==> config.mk <==
export PLATFORM = sky130hd
export DESIGN_NAME = dmac_skid
export DESIGN_NICKNAME = d
export VERILOG_FILES = /design/src/rtl/dmac_pkg.sv /design/src/rtl/dmac_skid.sv
export SDC_FILE = /design/constraint.sdc
export NUM_CORES = 1
export LEC_CHECK = 0
export ABC_AREA = 0
export BUFFER_PORTS_ARGS = -buffer_cell sky130_fd_sc_hd__buf_2
export CAP_MARGIN = 20
export CORE_MARGIN = 2
export CORE_UTILIZATION = 45
export CTS_BUF_LIST = sky130_fd_sc_hd__clkbuf_2 sky130_fd_sc_hd__clkbuf_4 sky130_fd_sc_hd__clkbuf_8
export DETAILED_ROUTE_END_ITERATION = 8
export HOLD_SLACK_MARGIN = 0.06
export PLACE_DENSITY = 0.7
export REMOVE_ABC_BUFFERS = 1
export SYNTH_ARGS = -nofsm -noshare
export SYNTH_HDL_FRONTEND = slang
export SYNTH_SLANG_ARGS = --single-unit
==> constraint.sdc <==
create_clock -name clock -period 6.8 [get_ports clock]
set_clock_uncertainty 0.05 [all_clocks]
set_input_delay 0.34 -clock clock [delete_from_list [all_inputs] [get_ports clock]]
set_output_delay 0.34 -clock clock [all_outputs]
set_load 0.01 [all_outputs]
==> src/rtl/dmac_pkg.sv <==
package dmac_pkg;

   localparam int FIELD_BITS      = 32;
   localparam int CSR_INDEX_BITS  = 2;
   localparam int CSR_DATA_BITS   = 9;
   localparam int PERIOD_REG_BITS = 9;
   localparam int PCT_BITS        = 7;

   localparam logic [CSR_INDEX_BITS-1:0] CSR_SHORT_PERIOD = 2'd0;
   localparam logic [CSR_INDEX_BITS-1:0] CSR_LONG_PERIOD  = 2'd1;
   localparam logic [CSR_INDEX_BITS-1:0] CSR_STOP_PERCENT = 2'd2;

   localparam logic [PERIOD_REG_BITS-1:0] SHORT_PERIOD_RESET = 9'd50;
   localparam logic [PERIOD_REG_BITS-1:0] LONG_PERIOD_RESET  = 9'd200;
   localparam logic [PCT_BITS-1:0]        STOP_PERCENT_RESET = 7'd25;
   localparam logic [PCT_BITS-1:0]        PERCENT_SCALE      = 7'd100;

   typedef enum logic [1:0] {
      REL_EQ    = 2'd0,
      REL_ABOVE = 2'd1,
      REL_BELOW = 2'd2
   } rel_type;

   typedef enum logic [1:0] {
      POS_FLAT  = 2'd0,
      POS_SHORT = 2'd1,
      POS_LONG  = 2'd2
   } pos_type;

   localparam logic [1:0] CROSS_NONE   = 2'd0;
   localparam logic [1:0] CROSS_DEATH  = 2'd1;
   localparam logic [1:0] CROSS_GOLDEN = 2'd2;

   localparam logic [1:0] STOP_NONE  = 2'd0;
   localparam logic [1:0] STOP_SHORT = 2'd1;
   localparam logic [1:0] STOP_LONG  = 2'd2;

   localparam logic [1:0] CLOSE_NONE  = 2'd0;
   localparam logic [1:0] CLOSE_LONG  = 2'd1;
   localparam logic [1:0] CLOSE_SHORT = 2'd2;

   localparam logic [1:0] OPEN_NONE  = 2'd0;
   localparam logic [1:0] OPEN_SHORT = 2'd1;
   localparam logic [1:0] OPEN_LONG  = 2'd2;

   typedef struct packed {
      logic                  ready_res;
      logic [1:0]            crossing;
      logic [1:0]            stop_event;
      logic [1:0]            closed_on_cross;
      logic [1:0]            opened;
      logic [FIELD_BITS-1:0] entry_out;
      logic [FIELD_BITS-1:0] exit_price;
   } result_type;

endpackage

==> src/rtl/dmac_skid.sv <==
module dmac_skid (
   input  logic                 clock,
   input  logic                 reset,
   input  logic                 in_valid,
   output logic                 in_ready,
   input  dmac_pkg::result_type in_data,
   output logic                 out_valid,
   input  logic                 out_ready,
   output dmac_pkg::result_type out_data
);
   import dmac_pkg::*;

   logic       out_valid_ff, out_valid_in;
   logic       spare_valid_ff, spare_valid_in;
   result_type out_data_ff, out_data_in;
   result_type spare_data_ff, spare_data_in;
   logic       push;
   logic       pop;

   assign in_ready = !spare_valid_ff;
   assign push     = in_valid && in_ready;
   assign pop      = out_valid_ff && out_ready;

   always_comb begin
      out_valid_in   = out_valid_ff;
      spare_valid_in = spare_valid_ff;
      out_data_in    = out_data_ff;
      spare_data_in  = spare_data_ff;
      if (pop) begin
         if (spare_valid_ff) begin
            out_data_in    = spare_data_ff;
            spare_valid_in = 1'b0;
         end else begin
            out_valid_in = push;
            out_data_in  = in_data;
         end
      end else if (!out_valid_ff) begin
         out_valid_in = push;
         out_data_in  = in_data;
      end else if (push) begin
         spare_valid_in = 1'b1;
         spare_data_in  = in_data;
      end
   end

   always_ff @(posedge clock) begin
      if (reset) begin
         out_valid_ff   <= 1'b0;
         spare_valid_ff <= 1'b0;
      end else begin
         out_valid_ff   <= out_valid_in;
         spare_valid_ff <= spare_valid_in;
      end
   end

   always_ff @(posedge clock) begin
      out_data_ff   <= out_data_in;
      spare_data_ff <= spare_data_in;
   end

   assign out_valid = out_valid_ff;
   assign out_data  = out_data_ff;

endmodule
---- Word-level counts from Yosys, hierarchy flattened ----
Cells that the tools add are included.
word-level totals
  word-level logic and storage cells ...... 31
  bits of input ports ..................... 77
  register bits after elaboration ......... 148
  output and inout port bits .............. 75
cells by class
  reductions and logical operators ........ 6
  mux-type cells .......................... 6
  bitwise logic cells ..................... 1
  eq/ne operators ......................... 2
operator list
  kind                  number
  $mux W73              3
  $mux W1               3
  $reduce_and A3 Y1     1
  $logic_and A1 B1 Y1   2
  $ne A2 B1 Y1 const B  1
  $ne A2 B2 Y1 const B  1
  $reduce_and A2 Y1     1
  $reduce_or A2 Y1      1
  $logic_not A1 Y1      1
  $not A1 Y1            1

---- Logic depth before layout (Yosys ltp) ----
  depth in word-level cells ............... 4
  depth in mapped cells ................... 3
  mapped depth without buffers ............ 3

---- Worst setup path after synthesis ----
No wires, ideal clock.
  kind .................................... reg-to-reg
  start point ............................. reg out_valid_ff (netlist: out_valid)
  end point ............................... reg spare_data_ff[0] (netlist name), enable pin
  stages on the path, launching flop included .. 3
  data arrival time ....................... 5425 ps
  period minus slack after synthesis ...... 5979 ps
  slack ................................... 821 ps
  setup time .............................. 504 ps
  cell sequence ........................... dfxtp_1 nand2_1 nor2_1
between the ends
  longest elaborated chain between the ends .. 3
ends and longest elaborated chain
  what                           line             RTL
  start, declared                dmac_skid.sv:13  logic out_valid_ff, out_valid_in;
  start signal, assigned         dmac_skid.sv:51  out_valid_ff <= out_valid_in;
  $logic_and A1 B1 Y1            dmac_skid.sv:22  assign pop = out_valid_ff && out_ready;
  $not A1 Y1 (no line)           -
  $reduce_and A3 Y1 (no line) *  -
  end signal, assigned           dmac_skid.sv:58  spare_data_ff <= spare_data_in;
  end, declared                  dmac_skid.sv:16  result_type spare_data_ff, spare_data_in;
Mark *: on every way between the ends. The rest lies on a longest branch, timed or not.
A chain may end at the register's enable or synchronous reset.

---- Worst setup path after layout ----
  start point ............................. reg out_valid_ff (netlist: out_valid)
  end point ............................... reg spare_data_ff[16] (netlist name), enable pin
Same word-level chain as after synthesis.

==> metrics.txt <==
# TYPE chip_impl_metric gauge
chip_impl_info{name="status",value="complete, no violations"} 1
chip_impl_metric{name="mappedNetlistArea",unit="sq mm"} 0.00542
chip_impl_metric{name="slew_headroom",unit="%"} 30.3
chip_impl_metric{name="final-max-slew-violation-count",unit=""} 0
chip_impl_metric{name="synth_cells",unit=""} 238
chip_impl_metric{name="grt_max_degree",unit=""} 75
chip_impl_metric{name="yosys.cell_types.count",unit=""} 12
chip_impl_metric{name="avgSynthCellArea",unit="sq um"} 22.8
chip_impl_metric{name="non_filler_cells_final",unit=""} 637
chip_impl_metric{name="multi_input_area",unit="sq um"} 911
chip_impl_metric{name="number_of_enable_type_register_cells_in_the_synthesized_netlist",unit=""} 146
chip_impl_metric{name="dpl_cells",unit=""} 531
chip_impl_info{name="clock_tree.root_cell",value="clkbuf_8"} 1
chip_impl_metric{name="post_route_cells_drive_above_1_share",unit="%"} 52.2
chip_impl_metric{name="cts_max_path_buffers",unit=""} 2
chip_impl_info{name="cp-start-kind",value="register"} 1
chip_impl_metric{name="initial_cell_density_of_the_core",unit="%"} 45.5
chip_impl_metric{name="fin_worst_hold_slack",unit="ps"} 98.8
chip_impl_metric{name="sequential_cell_area",unit="sq mm"} 0.00442
chip_impl_info{name="synth_most_common_cell",value="edfxtp_1"} 1
chip_impl_metric{name="drt_iter0_markers",unit=""} 195
chip_impl_metric{name="num_rows",unit=""} 40
chip_impl_metric{name="leakage",unit="uW"} 0.00293
chip_impl_metric{name="period_minus_slack",unit="ps"} 3190
chip_impl_metric{name="finalHoldViolations",unit=""} 0
chip_impl_metric{name="fin_crit_share",unit="%"} 47.0
chip_impl_metric{name="area.growth.synth_to_final",unit="%"} 37.5
chip_impl_metric{name="cap_violations",unit=""} 0
chip_impl_metric{name="ys_ff_latch",unit=""} 148
chip_impl_metric{name="synth-async-reset-ratio",unit="%"} 0
chip_impl_metric{name="aggregate_global_routing_overflow",unit=""} 0
chip_impl_info{name="worst_hold_path_type",value="in2reg"} 1
chip_impl_metric{name="cts_resized",unit=""} 0
chip_impl_metric{name="irDropWorstVdd",unit="V"} 0.000165
chip_impl_metric{name="yosys.area.top_type_share",unit="%"} 80.8
chip_impl_metric{name="via_count",unit=""} 3017
chip_impl_metric{name="detail-route-antenna-nets",unit=""} 0
chip_impl_metric{name="synth.yosys.seq_area_share",unit="%"} 81.6
chip_impl_metric{name="tns",unit="ps"} 0
chip_impl_info{name="critPathCaptureType",value="register"} 1
chip_impl_metric{name="insertion_delay",unit="ps"} 450
chip_impl_metric{name="all_layer_global_routing_usage",unit="%"} 17.0
chip_impl_metric{name="required",unit="ps"} 6840
chip_impl_metric{name="final_number_of_setup_violating_endpoints",unit=""} 0
chip_impl_metric{name="totalPowerFinal",unit="uW"} 1930
chip_impl_info{name="ys_top_cells_by_count",value="146 x edfxtp_1, 67 x mux2_2, 7 x clkbuf_8"} 1
chip_impl_metric{name="avgViaCountPerCell",unit=""} 4.74
chip_impl_metric{name="clock_sinks",unit=""} 148
chip_impl_metric{name="place_congestion",unit=""} 0.686
chip_impl_info{name="yosys_most_used_dff",value="edfxtp_1"} 1
chip_impl_metric{name="drtPass1Iterations",unit=""} 4
chip_impl_info{name="rsz0062_at_grt",value="false"} 1
chip_impl_metric{name="pwr_density_cell",unit="mW/mm^2"} 259
chip_impl_metric{name="tightest_slew",unit="ps"} 1040
chip_impl_info{name="post-synth-top-area-cell",value="edfxtp_1"} 1
chip_impl_metric{name="clock_tree.htree_level_count",unit=""} 4
chip_impl_metric{name="worst_ep_arrival_time",unit="ps"} 3230
chip_impl_metric{name="routed_wl",unit="mm"} 10.5
chip_impl_info{name="cts_tree",value="built"} 1
chip_impl_metric{name="dp_hpwl",unit="mm"} 6.02
chip_impl_metric{name="detail_route.drc_violations",unit=""} 0
chip_impl_metric{name="io-pin-count",unit=""} 152
chip_impl_metric{name="layout.nets",unit=""} 554
chip_impl_metric{name="diodes",unit=""} 0
chip_impl_metric{name="fp.dieW",unit="microns"} 114
chip_impl_metric{name="path_max_fanout",unit=""} 74
chip_impl_metric{name="yosys_warnings",unit=""} 0
chip_impl_metric{name="n_fill_cell",unit=""} 873
chip_impl_metric{name="detail_route.wl_per_cell",unit="microns"} 16.5
chip_impl_info{name="synthTopCellsByArea",value="edfxtp_1 81%, mux2_2 14%, clkbuf_8 1.8%, mux2_4 1.7%, dfxtp_1 0.74%"} 1
chip_impl_metric{name="antenna_violations_before_repair",unit=""} 0
chip_impl_metric{name="worst_slack",unit="ps"} 3610
chip_impl_metric{name="buffer_ports.inserted",unit=""} 151
chip_impl_metric{name="grt_pass1_wl",unit="mm"} 16.1
chip_impl_info{name="setup.worst_path.class",value="reg2reg"} 1
chip_impl_metric{name="place_worst_setup_slack",unit="ps"} 3460
chip_impl_metric{name="tritoncts.num_buffers",unit=""} 17
chip_impl_metric{name="grt_pass1_vias",unit=""} 3165
chip_impl_metric{name="dieHeight",unit="microns"} 114
chip_impl_metric{name="core_area",unit="sq mm"} 0.0119
chip_impl_metric{name="fp.dieArea",unit="sq mm"} 0.0129
chip_impl_metric{name="max_clock_freq",unit="MHz"} 313
chip_impl_metric{name="worst_setup_hold_path_clk_slew",unit="ps"} 80
==> sequential cells by signal (all words and copies together) (netlist names) <==
signal and cells:
spare_valid_ff 1, spare_data_ff 73, out_data 73, out_valid 1
==> worst max-delay path: stages (launching register included) <==
cell and delay, ps:
dfxtp_1 520, nand2_4 610, nor2_4 970, buf_4 600
==> what timing repair did <==
action,in CTS,in global routing
setup buffers,0,0
hold endpoints to repair,75,0
hold buffers,74,0
==> cells by family (layout without fill, tap and decap cells) <==
group                  Yosys count  in the layout  share of synthesized area (%)
DFF                            148            148                           81.6
and+or+nand+nor                  4              4                          0.531
muxes                           73             73                           15.6
buffers and inverters            9            261                           1.91
AOI/OAI and AO/OA                4              4                          0.415
==> final timing paths <==
path / slack, ps / from / endpoint / cells past startpoint
min reg2reg: 500 / spare_data_ff[42] / out_data[42] / 1
max reg2reg: 3610 / out_valid / spare_data_ff[16] / 3
min: 100 / out_ready / spare_valid_ff / 2
max: 3610 / out_valid / spare_data_ff[16] / 3
==> power by group <==
| part | internal [uW] | total, uW | switching [uW] |
|---|---|---|---|
| registers | 1050 | 1070 | 13.6 |
| clock network | 394 | 707 | 313 |
| logic | 86.4 | 160 | 73.4 |
==> layer usage <==
layer	part of all wire (%)	global-route usage [%]	wire, microns	up-vias
met5	0	0	0	-
met4	1.5	6.34	154	0
met3	6.6	6.70	695	16
met2	48	26.8	4990	107
met1	44	21.3	4660	1466
li1	-	-	-	1428
==> final cells by class <==
class / count / share of cell area, %
multi-input cells: 81 / 12.2
flip-flops and latches: 148 / 59.3
well taps: 147 / 2.47
clock buffers: 18 / 3.24
clock inverters: 14 / 2.23
inverters: 2 / 0.101
repair buffers: 227 / 20.4
==> per-stage QoR <==
stage | utilization, % | instance area, sq um
CTS | 62.6 | 7460
finish | 62.6 | 7460
detailed placement | 53.0 | 6310
global placement | 52.8 | 6290
floorplan | - | 5330
global route | 62.6 | 7460
==> cells in the final DEF (no fill, tap or decap), drive strengths merged <==
cell | netlist | final
nand2 | 2 | 2
clkinvlp | 0 | 1
buf | 0 | 153
dlygate4sd3 | 0 | 74
edfxtp | 146 | 146
nor2 | 1 | 1
a211oi | 1 | 1
clkinv | 0 | 9
bufinv | 0 | 4
nand3 | 1 | 1
mux2 | 73 | 73
a21oi | 2 | 2
clkbuf | 7 | 18
o21ai | 1 | 1
inv | 2 | 2
dfxtp | 2 | 2
Power figures use the tool's default switching activity.
